$ cat config.mk
export PLATFORM = sky130hd
export DESIGN_NAME = descriptor_range_allocator
export DESIGN_NICKNAME = d
export VERILOG_FILES = /design/src/hw/rtl/dra_pkg.sv /design/src/hw/rtl/dra_ctrl.sv /design/src/hw/rtl/dra_datapath.sv /design/src/hw/rtl/descriptor_range_allocator.sv
export SDC_FILE = /design/constraint.sdc
export NUM_CORES = 2
export LEC_CHECK = 0
export ABC_CLOCK_PERIOD_IN_PS = 8000
export BUFFER_PORTS_ARGS = -buffer_cell sky130_fd_sc_hd__buf_4
export CAP_MARGIN = 20
export CELL_PAD_IN_SITES_DETAIL_PLACEMENT = 1
export CELL_PAD_IN_SITES_GLOBAL_PLACEMENT = 2
export CORE_AREA = 2 2 608 610
export DETAILED_ROUTE_END_ITERATION = 12
export DIE_AREA = 0 0 610 612
export PLACE_DENSITY = 0.76
export SYNTH_ARGS = -nofsm -noshare
export SYNTH_HDL_FRONTEND = slang
export SYNTH_SLANG_ARGS = --single-unit
$ cat constraint.sdc
create_clock -name clock -period 8 [get_ports clock]
set_input_delay 1.2 -clock clock [delete_from_list [all_inputs] [get_ports clock]]
set_output_delay 1.2 -clock clock [all_outputs]
set_load 0.05 [all_outputs]
$ cat src/hw/rtl/dra_pkg.sv
package dra_pkg;

   // Space and free list sizing
   localparam int OFFSET_BITS = 20;
   localparam int FREE_RANGES = 64;
   localparam int IDX_W       = $clog2(FREE_RANGES);
   localparam int CNT_W       = $clog2(FREE_RANGES + 1);

   // Field widths
   localparam int OFF_W      = 20;
   localparam int LEN_W      = 21;
   localparam int FRAME_W    = 32;
   localparam int STAT_W     = 32;
   localparam int CSR_IDX_W  = 2;
   localparam int CSR_DATA_W = 21;

   // Arithmetic is done at 33 bits so the space cap fits
   localparam int WIDE_W = 33;
   localparam logic [WIDE_W-1:0] SPACE = WIDE_W'(64'd1 << OFFSET_BITS);
   localparam logic [LEN_W-1:0]  USED_MAX = '1;

   localparam logic [LEN_W-1:0] TCAP_RESET  = LEN_W'(1024);
   localparam logic [LEN_W-1:0] PCAP_RESET  = LEN_W'(1048576);

   typedef enum logic [1:0] {
      OP_FRAME   = 2'd0,
      OP_ALLOC   = 2'd1,
      OP_RELEASE = 2'd2,
      OP_CLEAR   = 2'd3
   } opcode_type;

   typedef enum logic [1:0] {
      RS_OK         = 2'd0,
      RS_NO_SPACE   = 2'd1,
      RS_LIST_FULL  = 2'd2,
      RS_IGNORED    = 2'd3
   } status_type;

   typedef enum logic [CSR_IDX_W-1:0] {
      CSR_TCAP  = 2'd0,
      CSR_PCAP  = 2'd1,
      CSR_BOUND = 2'd2
   } csr_index_type;

   typedef enum logic [1:0] {
      RT_DONE     = 2'd0,
      RT_SCAN     = 2'd1,
      RT_WALK_DRY = 2'd2,
      RT_WALK_WR  = 2'd3
   } route_type;

   typedef enum logic [2:0] {
      S_IDLE,
      S_EXEC,
      S_SCAN,
      S_SHIFT,
      S_WALK_DRY,
      S_WALK_WR,
      S_FINISH
   } state_type;

   typedef struct packed {
      logic [OFF_W-1:0] start;
      logic [LEN_W-1:0] len;
   } hole_type;

   typedef struct packed {
      logic start;
      logic exec;
      logic scan;
      logic shift;
      logic walk;
      logic walk_wr;
      logic finish;
   } dp_cmd_type;

   typedef struct packed {
      route_type route;
      logic      scan_last;
      logic      scan_shift;
      logic      shift_last;
      logic      walk_last;
      logic      walk_over;
      logic      rsp_free;
   } dp_stat_type;

endpackage

$ cat src/hw/rtl/dra_ctrl.sv
module dra_ctrl (
   input  logic                 clock,
   input  logic                 reset,
   input  logic                 req_valid,
   output logic                 req_stall,
   input  dra_pkg::dp_stat_type stat,
   output dra_pkg::dp_cmd_type  cmd
);
   import dra_pkg::*;

   state_type state_ff;
   state_type state_in;

   // Next state
   always_comb begin
      state_in = state_ff;
      unique case (state_ff)
         S_IDLE: begin
            if (req_valid) state_in = S_EXEC;
         end
         S_EXEC: begin
            unique case (stat.route)
               RT_DONE:     state_in = S_FINISH;
               RT_SCAN:     state_in = S_SCAN;
               RT_WALK_DRY: state_in = S_WALK_DRY;
               RT_WALK_WR:  state_in = S_WALK_WR;
               default:     state_in = S_FINISH;
            endcase
         end
         S_SCAN: begin
            if (stat.scan_last) state_in = stat.scan_shift ? S_SHIFT : S_FINISH;
         end
         S_SHIFT: begin
            if (stat.shift_last) state_in = S_FINISH;
         end
         S_WALK_DRY: begin
            if (stat.walk_last) state_in = stat.walk_over ? S_FINISH : S_WALK_WR;
         end
         S_WALK_WR: begin
            if (stat.walk_last) state_in = S_FINISH;
         end
         S_FINISH: begin
            if (stat.rsp_free) state_in = S_IDLE;
         end
         default: state_in = S_IDLE;
      endcase
   end

   // Outputs
   always_comb begin
      req_stall   = (state_ff != S_IDLE);
      cmd         = '0;
      cmd.start   = (state_ff == S_IDLE) && req_valid;
      cmd.exec    = (state_ff == S_EXEC);
      cmd.scan    = (state_ff == S_SCAN);
      cmd.shift   = (state_ff == S_SHIFT);
      cmd.walk    = (state_ff == S_WALK_DRY) || (state_ff == S_WALK_WR);
      cmd.walk_wr = (state_ff == S_WALK_WR);
      cmd.finish  = (state_ff == S_FINISH) && stat.rsp_free;
   end

   always_ff @(posedge clock) begin
      if (reset) begin
         state_ff <= S_IDLE;
      end else begin
         state_ff <= state_in;
      end
   end

endmodule

$ cat src/hw/rtl/dra_datapath.sv
module dra_datapath (
   input  logic                            clock,
   input  logic                            reset,
   // request word
   input  logic [1:0]                      req_opcode,
   input  logic                            req_persistent,
   input  logic [dra_pkg::LEN_W-1:0]       req_count,
   input  logic [dra_pkg::OFF_W-1:0]       req_offset,
   input  logic [dra_pkg::FRAME_W-1:0]     req_frame_index,
   // register writes
   input  logic                            csr_write,
   input  logic [dra_pkg::CSR_IDX_W-1:0]   csr_index,
   input  logic [dra_pkg::CSR_DATA_W-1:0]  csr_wdata,
   // control
   input  dra_pkg::dp_cmd_type             cmd,
   output dra_pkg::dp_stat_type            stat,
   // response word
   output logic                            rsp_valid,
   input  logic                            rsp_stall,
   output logic [1:0]                      rsp_status,
   output logic [dra_pkg::OFF_W-1:0]       rsp_alloc_offset,
   output logic [dra_pkg::LEN_W-1:0]       rsp_alloc_count,
   output logic [dra_pkg::FRAME_W-1:0]     rsp_frame_now,
   output logic [dra_pkg::LEN_W-1:0]       rsp_transient_used,
   output logic [dra_pkg::LEN_W-1:0]       rsp_transient_peak,
   output logic [dra_pkg::STAT_W-1:0]      rsp_transient_retired,
   output logic [dra_pkg::LEN_W-1:0]       rsp_persistent_used,
   output logic [dra_pkg::LEN_W-1:0]       rsp_persistent_peak,
   output logic [dra_pkg::STAT_W-1:0]      rsp_persistent_released,
   output logic [dra_pkg::STAT_W-1:0]      rsp_failures
);
   import dra_pkg::*;

   // Configuration
   logic [LEN_W-1:0] tcap_ff, tcap_in, pcap_ff, pcap_in;
   logic             bound_ff, bound_in;

   // Latched request
   opcode_type       op_ff, op_in;
   logic             pers_ff, pers_in;
   logic [LEN_W-1:0] n_ff, n_in;
   logic [OFF_W-1:0] off_ff, off_in;
   logic [FRAME_W-1:0] frame_ff, frame_in;

   // Allocator state
   logic [LEN_W-1:0]   bump_t_ff, bump_t_in, bump_p_ff, bump_p_in;
   logic [FRAME_W-1:0] cur_frame_ff, cur_frame_in;
   logic [CNT_W-1:0]   hole_cnt_ff, hole_cnt_in;
   logic [LEN_W-1:0]   tused_ff, tused_in, tpeak_ff, tpeak_in;
   logic [LEN_W-1:0]   pused_ff, pused_in, ppeak_ff, ppeak_in;
   logic [STAT_W-1:0]  tret_ff, tret_in, prel_ff, prel_in, fail_ff, fail_in;

   // List walk
   logic [CNT_W-1:0] idx_ff, idx_in, w_ff, w_in;
   logic             pend_ff, pend_in, have_last_ff, have_last_in;
   hole_type         last_ff, last_in;

   // Result of the current word
   status_type       status_ff, status_in;
   logic [OFF_W-1:0] goff_ff, goff_in;
   logic [LEN_W-1:0] gcnt_ff, gcnt_in;

   // Response register
   logic               rsp_valid_ff, rsp_valid_in;
   logic [1:0]         r_status_ff, r_status_in;
   logic [OFF_W-1:0]   r_goff_ff, r_goff_in;
   logic [LEN_W-1:0]   r_gcnt_ff, r_gcnt_in;
   logic [FRAME_W-1:0] r_frame_ff, r_frame_in;
   logic [LEN_W-1:0]   r_tused_ff, r_tused_in, r_tpeak_ff, r_tpeak_in;
   logic [LEN_W-1:0]   r_pused_ff, r_pused_in, r_ppeak_ff, r_ppeak_in;
   logic [STAT_W-1:0]  r_tret_ff, r_tret_in, r_prel_ff, r_prel_in, r_fail_ff, r_fail_in;

   // Free list memory
   hole_type         hole_ram [FREE_RANGES];
   hole_type         rdata_ff;
   logic             we;
   logic [IDX_W-1:0] waddr;
   hole_type         wdata;
   logic [IDX_W-1:0] raddr;

   // Arithmetic helpers
   logic [WIDE_W-1:0] tcap_eff, t_sum, p_sum, plimit, rel_end;
   logic              t_fail, p_fail, rel_bad, n_zero, list_full;
   logic [LEN_W:0]    grow_sum;
   logic [LEN_W-1:0]  pused_grow, ppeak_grow, pused_rel;
   logic              cnt_hit, scan_fit, scan_exact, take_ins, adj;
   hole_type          el;
   logic [CNT_W-1:0]  idx_inc, idx_dec, w_dec;

   always_comb begin
      n_zero    = (n_ff == '0);
      list_full = (hole_cnt_ff == CNT_W'(FREE_RANGES));

      // transient capacity: zero acts as one, capped at the space
      tcap_eff = (tcap_ff == '0) ? WIDE_W'(1) : WIDE_W'(tcap_ff);
      if (tcap_eff > SPACE) tcap_eff = SPACE;
      t_sum  = WIDE_W'(bump_t_ff) + WIDE_W'(n_ff);
      t_fail = (t_sum > tcap_eff);

      plimit = SPACE;
      if (bound_ff && (WIDE_W'(pcap_ff) < SPACE)) plimit = WIDE_W'(pcap_ff);
      p_sum  = WIDE_W'(bump_p_ff) + WIDE_W'(n_ff);
      p_fail = (p_sum > plimit);

      rel_end = WIDE_W'(off_ff) + WIDE_W'(n_ff);
      rel_bad = (rel_end > SPACE);

      // saturating usage
      grow_sum   = (LEN_W + 1)'(pused_ff) + (LEN_W + 1)'(n_ff);
      pused_grow = grow_sum[LEN_W] ? USED_MAX : grow_sum[LEN_W-1:0];
      ppeak_grow = (pused_grow > ppeak_ff) ? pused_grow : ppeak_ff;
      pused_rel  = (pused_ff >= n_ff) ? (pused_ff - n_ff) : '0;

      idx_inc = idx_ff + 1'b1;
      idx_dec = idx_ff - 1'b1;
      w_dec   = w_ff - 1'b1;

      cnt_hit    = (idx_ff == hole_cnt_ff);
      scan_fit   = (rdata_ff.len >= n_ff);
      scan_exact = (rdata_ff.len == n_ff);

      // merge walk: the released range goes before the first larger start
      take_ins = pend_ff && (cnt_hit || (rdata_ff.start > off_ff));
      el       = take_ins ? hole_type'{start: off_ff, len: n_ff} : rdata_ff;
      adj      = have_last_ff &&
                 ((WIDE_W'(last_ff.start) + WIDE_W'(last_ff.len)) == WIDE_W'(el.start));
   end

   // Status toward the controller
   always_comb begin
      stat            = '0;
      stat.route      = RT_DONE;
      if ((op_ff == OP_ALLOC) && pers_ff && !n_zero) begin
         stat.route = RT_SCAN;
      end else if ((op_ff == OP_RELEASE) && pers_ff && !n_zero && !rel_bad) begin
         stat.route = list_full ? RT_WALK_DRY : RT_WALK_WR;
      end
      stat.scan_last  = cnt_hit || scan_fit;
      stat.scan_shift = !cnt_hit && scan_fit && scan_exact && (idx_inc != hole_cnt_ff);
      stat.shift_last = cnt_hit;
      stat.walk_last  = !pend_ff && cnt_hit;
      stat.walk_over  = (w_ff > CNT_W'(FREE_RANGES));
      stat.rsp_free   = !rsp_valid_ff || !rsp_stall;
   end

   // Next-state logic
   always_comb begin
      tcap_in = tcap_ff;  pcap_in = pcap_ff;  bound_in = bound_ff;
      op_in = op_ff;  pers_in = pers_ff;  n_in = n_ff;  off_in = off_ff;  frame_in = frame_ff;
      bump_t_in = bump_t_ff;  bump_p_in = bump_p_ff;  cur_frame_in = cur_frame_ff;
      hole_cnt_in = hole_cnt_ff;
      tused_in = tused_ff;  tpeak_in = tpeak_ff;  tret_in = tret_ff;
      pused_in = pused_ff;  ppeak_in = ppeak_ff;  prel_in = prel_ff;  fail_in = fail_ff;
      idx_in = idx_ff;  w_in = w_ff;  pend_in = pend_ff;
      have_last_in = have_last_ff;  last_in = last_ff;
      status_in = status_ff;  goff_in = goff_ff;  gcnt_in = gcnt_ff;
      rsp_valid_in = rsp_valid_ff;
      r_status_in = r_status_ff;  r_goff_in = r_goff_ff;  r_gcnt_in = r_gcnt_ff;
      r_frame_in = r_frame_ff;  r_tused_in = r_tused_ff;  r_tpeak_in = r_tpeak_ff;
      r_tret_in = r_tret_ff;  r_pused_in = r_pused_ff;  r_ppeak_in = r_ppeak_ff;
      r_prel_in = r_prel_ff;  r_fail_in = r_fail_ff;
      we    = 1'b0;
      waddr = idx_ff[IDX_W-1:0];
      wdata = rdata_ff;

      // register writes
      if (csr_write) begin
         unique case (csr_index_type'(csr_index))
            CSR_TCAP:  tcap_in  = csr_wdata;
            CSR_PCAP:  pcap_in  = csr_wdata;
            CSR_BOUND: bound_in = csr_wdata[0];
            default: ;
         endcase
      end

      // take the request word, prime read of entry zero
      if (cmd.start) begin
         op_in    = opcode_type'(req_opcode);
         pers_in  = req_persistent;
         n_in     = req_count;
         off_in   = req_offset;
         frame_in = req_frame_index;
         idx_in   = '0;
      end

      // immediate operations and setup of the list passes
      if (cmd.exec) begin
         idx_in       = '0;
         w_in         = '0;
         pend_in      = 1'b1;
         have_last_in = 1'b0;
         status_in    = RS_OK;
         goff_in      = '0;
         gcnt_in      = '0;
         unique case (op_ff)
            OP_FRAME: begin
               if (frame_ff != cur_frame_ff) begin
                  tret_in      = tret_ff + STAT_W'(bump_t_ff);
                  cur_frame_in = frame_ff;
                  bump_t_in    = '0;
                  tused_in     = '0;
               end else begin
                  tused_in = bump_t_ff;
               end
            end
            OP_ALLOC: begin
               if (n_zero) begin
                  status_in = RS_IGNORED;
               end else if (!pers_ff) begin
                  if (t_fail) begin
                     status_in = RS_NO_SPACE;
                     fail_in   = fail_ff + 1'b1;
                  end else begin
                     goff_in   = bump_t_ff[OFF_W-1:0];
                     gcnt_in   = n_ff;
                     bump_t_in = t_sum[LEN_W-1:0];
                     tused_in  = t_sum[LEN_W-1:0];
                     if (t_sum[LEN_W-1:0] > tpeak_ff) tpeak_in = t_sum[LEN_W-1:0];
                  end
               end
            end
            OP_RELEASE: begin
               if (n_zero || !pers_ff || rel_bad) status_in = RS_IGNORED;
            end
            OP_CLEAR: begin
               bump_t_in    = '0;
               bump_p_in    = '0;
               cur_frame_in = '0;
               hole_cnt_in  = '0;
               tused_in     = '0;
               tpeak_in     = '0;
               tret_in      = '0;
               pused_in     = '0;
               ppeak_in     = '0;
               prel_in      = '0;
               fail_in      = '0;
            end
            default: ;
         endcase
      end

      // first-fit scan, one entry per cycle
      if (cmd.scan) begin
         if (cnt_hit) begin
            if (p_fail) begin
               status_in = RS_NO_SPACE;
               fail_in   = fail_ff + 1'b1;
            end else begin
               goff_in   = bump_p_ff[OFF_W-1:0];
               gcnt_in   = n_ff;
               bump_p_in = p_sum[LEN_W-1:0];
               pused_in  = pused_grow;
               ppeak_in  = ppeak_grow;
            end
         end else if (scan_fit) begin
            goff_in  = rdata_ff.start;
            gcnt_in  = n_ff;
            pused_in = pused_grow;
            ppeak_in = ppeak_grow;
            if (scan_exact) begin
               hole_cnt_in = hole_cnt_ff - 1'b1;
               idx_in      = idx_inc;
            end else begin
               we          = 1'b1;
               waddr       = idx_ff[IDX_W-1:0];
               wdata.start = rdata_ff.start + n_ff[OFF_W-1:0];
               wdata.len   = rdata_ff.len - n_ff;
            end
         end else begin
            idx_in = idx_inc;
         end
      end

      // close the gap left by a used-up hole
      if (cmd.shift) begin
         we     = 1'b1;
         waddr  = idx_dec[IDX_W-1:0];
         wdata  = rdata_ff;
         idx_in = idx_inc;
      end

      // sorted insert with merging; dry pass only counts entries
      if (cmd.walk) begin
         if (!pend_ff && cnt_hit) begin
            if (!cmd.walk_wr) begin
               if (w_ff > CNT_W'(FREE_RANGES)) begin
                  status_in = RS_LIST_FULL;
               end else begin
                  idx_in       = '0;
                  w_in         = '0;
                  pend_in      = 1'b1;
                  have_last_in = 1'b0;
               end
            end else begin
               we          = 1'b1;
               waddr       = w_dec[IDX_W-1:0];
               wdata       = last_ff;
               hole_cnt_in = w_ff;
               pused_in    = pused_rel;
               prel_in     = prel_ff + STAT_W'(n_ff);
            end
         end else begin
            if (take_ins) pend_in = 1'b0;
            else idx_in = idx_inc;
            if (adj) begin
               last_in.len = last_ff.len + el.len;
            end else begin
               if (have_last_ff && cmd.walk_wr) begin
                  we    = 1'b1;
                  waddr = w_dec[IDX_W-1:0];
                  wdata = last_ff;
               end
               last_in      = el;
               have_last_in = 1'b1;
               w_in         = w_ff + 1'b1;
            end
         end
      end

      // response register
      if (cmd.finish) begin
         rsp_valid_in = 1'b1;
         r_status_in  = status_ff;
         r_goff_in    = goff_ff;
         r_gcnt_in    = gcnt_ff;
         r_frame_in   = cur_frame_ff;
         r_tused_in   = tused_ff;
         r_tpeak_in   = tpeak_ff;
         r_tret_in    = tret_ff;
         r_pused_in   = pused_ff;
         r_ppeak_in   = ppeak_ff;
         r_prel_in    = prel_ff;
         r_fail_in    = fail_ff;
      end else if (rsp_valid_ff && !rsp_stall) begin
         rsp_valid_in = 1'b0;
      end
   end

   assign raddr = idx_in[IDX_W-1:0];

   // Free list storage, registered read
   always_ff @(posedge clock) begin
      if (we) hole_ram[waddr] <= wdata;
      rdata_ff <= hole_ram[raddr];
   end

   // Control and state registers
   always_ff @(posedge clock) begin
      if (reset) begin
         tcap_ff      <= TCAP_RESET;
         pcap_ff      <= PCAP_RESET;
         bound_ff     <= 1'b0;
         bump_t_ff    <= '0;
         bump_p_ff    <= '0;
         cur_frame_ff <= '0;
         hole_cnt_ff  <= '0;
         tused_ff     <= '0;
         tpeak_ff     <= '0;
         tret_ff      <= '0;
         pused_ff     <= '0;
         ppeak_ff     <= '0;
         prel_ff      <= '0;
         fail_ff      <= '0;
         idx_ff       <= '0;
         w_ff         <= '0;
         pend_ff      <= 1'b0;
         have_last_ff <= 1'b0;
         rsp_valid_ff <= 1'b0;
      end else begin
         tcap_ff      <= tcap_in;
         pcap_ff      <= pcap_in;
         bound_ff     <= bound_in;
         bump_t_ff    <= bump_t_in;
         bump_p_ff    <= bump_p_in;
         cur_frame_ff <= cur_frame_in;
         hole_cnt_ff  <= hole_cnt_in;
         tused_ff     <= tused_in;
         tpeak_ff     <= tpeak_in;
         tret_ff      <= tret_in;
         pused_ff     <= pused_in;
         ppeak_ff     <= ppeak_in;
         prel_ff      <= prel_in;
         fail_ff      <= fail_in;
         idx_ff       <= idx_in;
         w_ff         <= w_in;
         pend_ff      <= pend_in;
         have_last_ff <= have_last_in;
         rsp_valid_ff <= rsp_valid_in;
      end
   end

   // Payload registers
   always_ff @(posedge clock) begin
      op_ff      <= op_in;
      pers_ff    <= pers_in;
      n_ff       <= n_in;
      off_ff     <= off_in;
      frame_ff   <= frame_in;
      last_ff    <= last_in;
      status_ff  <= status_in;
      goff_ff    <= goff_in;
      gcnt_ff    <= gcnt_in;
      r_status_ff <= r_status_in;
      r_goff_ff  <= r_goff_in;
      r_gcnt_ff  <= r_gcnt_in;
      r_frame_ff <= r_frame_in;
      r_tused_ff <= r_tused_in;
      r_tpeak_ff <= r_tpeak_in;
      r_tret_ff  <= r_tret_in;
      r_pused_ff <= r_pused_in;
      r_ppeak_ff <= r_ppeak_in;
      r_prel_ff  <= r_prel_in;
      r_fail_ff  <= r_fail_in;
   end

   assign rsp_valid               = rsp_valid_ff;
   assign rsp_status              = r_status_ff;
   assign rsp_alloc_offset        = r_goff_ff;
   assign rsp_alloc_count         = r_gcnt_ff;
   assign rsp_frame_now           = r_frame_ff;
   assign rsp_transient_used      = r_tused_ff;
   assign rsp_transient_peak      = r_tpeak_ff;
   assign rsp_transient_retired   = r_tret_ff;
   assign rsp_persistent_used     = r_pused_ff;
   assign rsp_persistent_peak     = r_ppeak_ff;
   assign rsp_persistent_released = r_prel_ff;
   assign rsp_failures            = r_fail_ff;

endmodule

$ cat src/hw/rtl/descriptor_range_allocator.sv
// Channel | Direction | Handshake           | Word
// req     | in        | req_valid/req_stall | opcode, persistent, count, offset, frame_index
// rsp     | out       | rsp_valid/rsp_stall | status, grant and statistics
// csr     | in        | csr_write           | csr_index, csr_wdata
//
// One word at a time. Frame, clear, transient and ignored words go from execute
// straight to finish. A persistent allocate also scans the free list entry by entry,
// then shifts the later entries down when a hole is used up; a release walks every
// entry, and when the list is full a counting pass runs before the writing pass.
// The free-list memory walk sets the worst case.
// Reset is synchronous; the free-list memory is not cleared, only its fill count.
// The response register lets a new word be taken while a result waits on rsp_stall.
module descriptor_range_allocator (
   input  logic                            clock,
   input  logic                            reset,
   input  logic                            req_valid,
   output logic                            req_stall,
   input  logic [1:0]                      req_opcode,
   input  logic                            req_persistent,
   input  logic [dra_pkg::LEN_W-1:0]       req_count,
   input  logic [dra_pkg::OFF_W-1:0]       req_offset,
   input  logic [dra_pkg::FRAME_W-1:0]     req_frame_index,
   output logic                            rsp_valid,
   input  logic                            rsp_stall,
   output logic [1:0]                      rsp_status,
   output logic [dra_pkg::OFF_W-1:0]       rsp_alloc_offset,
   output logic [dra_pkg::LEN_W-1:0]       rsp_alloc_count,
   output logic [dra_pkg::FRAME_W-1:0]     rsp_frame_now,
   output logic [dra_pkg::LEN_W-1:0]       rsp_transient_used,
   output logic [dra_pkg::LEN_W-1:0]       rsp_transient_peak,
   output logic [dra_pkg::STAT_W-1:0]      rsp_transient_retired,
   output logic [dra_pkg::LEN_W-1:0]       rsp_persistent_used,
   output logic [dra_pkg::LEN_W-1:0]       rsp_persistent_peak,
   output logic [dra_pkg::STAT_W-1:0]      rsp_persistent_released,
   output logic [dra_pkg::STAT_W-1:0]      rsp_failures,
   input  logic                            csr_write,
   input  logic [dra_pkg::CSR_IDX_W-1:0]   csr_index,
   input  logic [dra_pkg::CSR_DATA_W-1:0]  csr_wdata
);
   import dra_pkg::*;

   dp_cmd_type  cmd;
   dp_stat_type stat;

   dra_ctrl u_ctrl (
      .clock     (clock),
      .reset     (reset),
      .req_valid (req_valid),
      .req_stall (req_stall),
      .stat      (stat),
      .cmd       (cmd)
   );

   dra_datapath u_datapath (
      .clock                   (clock),
      .reset                   (reset),
      .req_opcode              (req_opcode),
      .req_persistent          (req_persistent),
      .req_count               (req_count),
      .req_offset              (req_offset),
      .req_frame_index         (req_frame_index),
      .csr_write               (csr_write),
      .csr_index               (csr_index),
      .csr_wdata               (csr_wdata),
      .cmd                     (cmd),
      .stat                    (stat),
      .rsp_valid               (rsp_valid),
      .rsp_stall               (rsp_stall),
      .rsp_status              (rsp_status),
      .rsp_alloc_offset        (rsp_alloc_offset),
      .rsp_alloc_count         (rsp_alloc_count),
      .rsp_frame_now           (rsp_frame_now),
      .rsp_transient_used      (rsp_transient_used),
      .rsp_transient_peak      (rsp_transient_peak),
      .rsp_transient_retired   (rsp_transient_retired),
      .rsp_persistent_used     (rsp_persistent_used),
      .rsp_persistent_peak     (rsp_persistent_peak),
      .rsp_persistent_released (rsp_persistent_released),
      .rsp_failures            (rsp_failures)
   );

   // at most one step command at a time
   a_cmd_onehot: assert property (@(posedge clock) disable iff (reset)
      $onehot0({cmd.start, cmd.exec, cmd.scan, cmd.shift, cmd.walk, cmd.finish}))
      else $error("controller issued overlapping commands");

   // a finished word always shows up on the response port
   a_finish_shows: assert property (@(posedge clock) disable iff (reset)
      cmd.finish |=> rsp_valid)
      else $error("finished word not presented");

   // after taking a word the block is busy
   a_busy_after_start: assert property (@(posedge clock) disable iff (reset)
      cmd.start |=> req_stall)
      else $error("request taken while busy");

endmodule
==> impl_metrics.py <==
metrics = {
    "synth": {
        "yosysTopAreaCell": "edfxtp_1",
        "syn_area_per_cell_um2": 12.29,
        "synth_cell_types": 116,
        "yosys_register_bits": 3383,
        "yosys-top-cells-count": "edfxtp_1 (2996), nand2_1 (2707), nand3_1 (974)",
        "syn-cell-area_um2": 146000,
        "synth.net_count": 12340,
        "synth_top_area_frac": 0.6162,
        "synth_most_common_cell": "edfxtp_1",
        "syn_inst": 11880,
        "synth_ff_type": "edfxtp_1",
        "yosysSeqAreaShare": 0.6693,
        "yosysWarningCount": 0,
        "synth.area.top_cells": "edfxtp_1 (62%), nand2_1 (7.0%), dfxtp_1 (5.3%)",
        "async_reset_ff_frac": 0,
        "synth_edf_count": 2996,
    },
    "clocking": {
        "clkLatencyLatePin_ns": 1.04,
        "clk_pin_slew_ns": 0.06,
        "htree_levels": 5,
        "cts.sinks": 3383,
        "ctsHoldBuffers": 0,
        "clockRootBuffer": "clkbuf_16",
        "cts_setup_buffers": 0,
        "cts-resized-gates": 0,
        "numCtsBuffers": 368,
        "clk_path_buf_depth": 4,
        "cts_tree": "built",
    },
    "sta": {
        "setup_tns_ns": 0,
        "clock_skew_ns": 0.1341,
        "maxSlewHeadroom": 0.1745,
        "slew_viol_final": 0,
        "setup_slack_ns": 0.7367,
        "rsz0062_at_grt": "no",
        "worst_slew_pin_slew_ns": 1.227,
        "setup_violations": 0,
        "holdWs_ns": 0.4328,
        "max_freq_mhz": 137.7,
        "fin_crit_sh": 0.9079,
        "layout_min_cycle_time_ns": 7.263,
        "hold_viol_final": 0,
    },
    "layout": {
        "largest-register": "u_datapath.hole_ram",
        "layout-drive-gt1-share": 0.1344,
        "multiInputGateArea_um2": 45570,
        "reg.largest.list": "u_datapath.hole_ram (2624), u_datapath.last_ff (41), u_datapath.rdata_ff (41)",
        "area_delta_synth_final_pct": 16.70,
        "seq_area_um2": 97710,
        "nNetsFinal": 12860,
        "largest_reg_flops": 2624,
        "nFillCells": 37610,
    },
    "placed_design": {
        "hpwlAfterDp_um": 336700,
        "post-place-ws_ns": 0.6577,
        "place_congestion": 0.8870,
        "io_buffers": 360,
    },
    "run_status": {
        "status": "completed",
    },
    "power_and_ir_drop": {
        "p_leak_uw": 0.06079,
        "power_density_nw_per_um2": 386.3,
        "vdd_drop_max_uv": 306.9,
        "finalPower_uw": 65810,
    },
    "routing": {
        "antenna_left": 0,
        "dr.pass1.iters": 7,
        "wire_per_inst_um": 29.47,
        "vias": 103600,
        "routed_wirelength_um": 517500,
        "drt_iter0_drc": 10270,
        "drc_errors": 0,
        "vias_per_cell": 5.901,
    },
    "global_route": {
        "grt_busiest_layer": "met2",
        "grt_use_total": 0.2708,
        "grt_pass1_vias": 106300,
        "grt_overflow": 0,
        "grt_pass1_wl_um": 745800,
        "grt_util_met1": 0.3633,
        "grt_antenna_before_repair": 42,
        "use_met3": 0.03297,
        "grtUsageMet2": 0.4502,
        "grt_max_degree": 156,
    },
    "die": {
        "die_w_um": 610,
        "fp.dieH_um": 612,
        "num_io_pins": 361,
        "core_um2": 367200,
        "initial_core_util": 0.3976,
        "dieArea_um2": 373300,
        "rows": 223,
    },
    "run": {
        "drv_cap": 0,
    },
    "hold_path": {
        "hp-start": "u_datapath.tpeak_ff[5]",
        "hp-class": "reg -> reg",
        "min_to": "u_datapath.rsp_transient_peak[5]",
        "holdPathStages": 0,
    },
    "worst_setup_path": {
        "ff2ff_path_depth": 18,
        "crit_type": "reg -> reg",
        "cp_max_fo": 40,
        "reg2reg_to": "u_datapath.rdata_ff[26]",
        "cp_data_arrival_time_ns": 8.07,
        "start_kind": "flip-flop",
        "r2r-start": "u_datapath.rdata_ff[27]",
        "critical_path.endpoint_type": "flip-flop",
        "cp.required_ns": 8.80,
        "regToRegSetupSlack_ns": 0.74,
    },
}
==> placed cells by master (no fill, tap or decap), types with 104 or more instances in the layout <==
cell type / synthesis / layout
inv_1: 202 / 202
a21oi_1: 495 / 457
nor2_1: 448 / 405
buf_4: 30 / 687
dfxtp_1: 387 / 387
nand3_1: 974 / 973
a31oi_1: 216 / 215
a311oi_1: 106 / 106
nand4_1: 125 / 125
clkbuf_16: 0 / 373
nor3_1: 111 / 104
ha_1: 342 / 342
buf_12: 0 / 141
and3_1: 310 / 308
edfxtp_1: 2996 / 2996
nand2_1: 2707 / 2705
o21ai_0: 225 / 220
xnor2_1: 149 / 149
==> through the flow <==
| stage | std cells | util | instance area, µm² |
|---|---|---|---|
| 2_1_floorplan | 11880 | - | 146000 |
| 3_3_place_gp | 16860 | 0.4305 | 158100 |
| 3_5_place_dp | 16870 | 0.4306 | 158100 |
| 4_1_cts | 17540 | 0.4638 | 170300 |
| 5_1_grt | 17550 | 0.4639 | 170400 |
| 6_report | 17560 | 0.4640 | 170400 |
==> final cells by class <==
type,count,share of cell area
flip-flops and latches,3383,0.5735
multi-input cells,7612,0.2675
diodes,13,0.0001909
repair buffers,834,0.04721
inverters,203,0.004472
clock buffers,443,0.05715
well taps,4837,0.03552
clock inverters,232,0.01447
==> critical path, stage by stage, from the launching register on <==
cell and delay [ns]:
dfxtp_1 0.84, ha_1 0.37, nand4_1 0.14, nor3_1 0.09, a21oi_1 0.32, nor2b_1 0.40, nor3_4 0.18, buf_4 0.25
buf_4 0.27, a22oi_1 0.32, o211a_4 0.86, buf_12 0.30, buf_12 0.27, buf_4 0.27, mux4_2 0.52, a22o_1 0.28
a211oi_1 0.60, o211ai_1 0.34, buf_4 0.26
==> routing by layer <==
layer	share of wire	vias up
met1	0.42	53700
met3	0.064	881
li1	-	45120
met5	0.00014	-
met2	0.48	3887
met4	0.040	12
==> how the worst max path moves through the flow <==
stage / from / end / slack (ns)
floorplan: rsp_stall / u_datapath.rsp_alloc_count[0] / 0.29
global placement: u_datapath.n_ff[0] / u_datapath.ppeak_ff[9] / 0.72
detailed placement: u_datapath.n_ff[0] / u_datapath.ppeak_ff[18] / 0.66
CTS: u_datapath.rdata_ff[27] / u_datapath.rdata_ff[26] / 0.61
global route: u_datapath.rdata_ff[27] / u_datapath.rdata_ff[26] / 0.35
finish: u_datapath.rdata_ff[27] / u_datapath.rdata_ff[26] / 0.74
==> cells by family after synthesis <==
logic type / after synthesis / synth area share
mux: 175 / 0.01931
fa+ha+maj: 353 / 0.03082
buf+inv: 884 / 0.02600
flops: 3383 / 0.6693
simple gates: 5011 / 0.1540
compound gates: 1818 / 0.08472
xor+xnor: 255 / 0.01582
==> report_power, final <==
part / internal, µW / total [µW] / switching [µW]
sequential: 22900 / 23900 / 1000
combinational: 7380 / 24600 / 17200
clock: 10100 / 17400 / 7310
total: 40300 / 65800 / 25500
No activity file was read; power rests on OpenSTA's default activity.
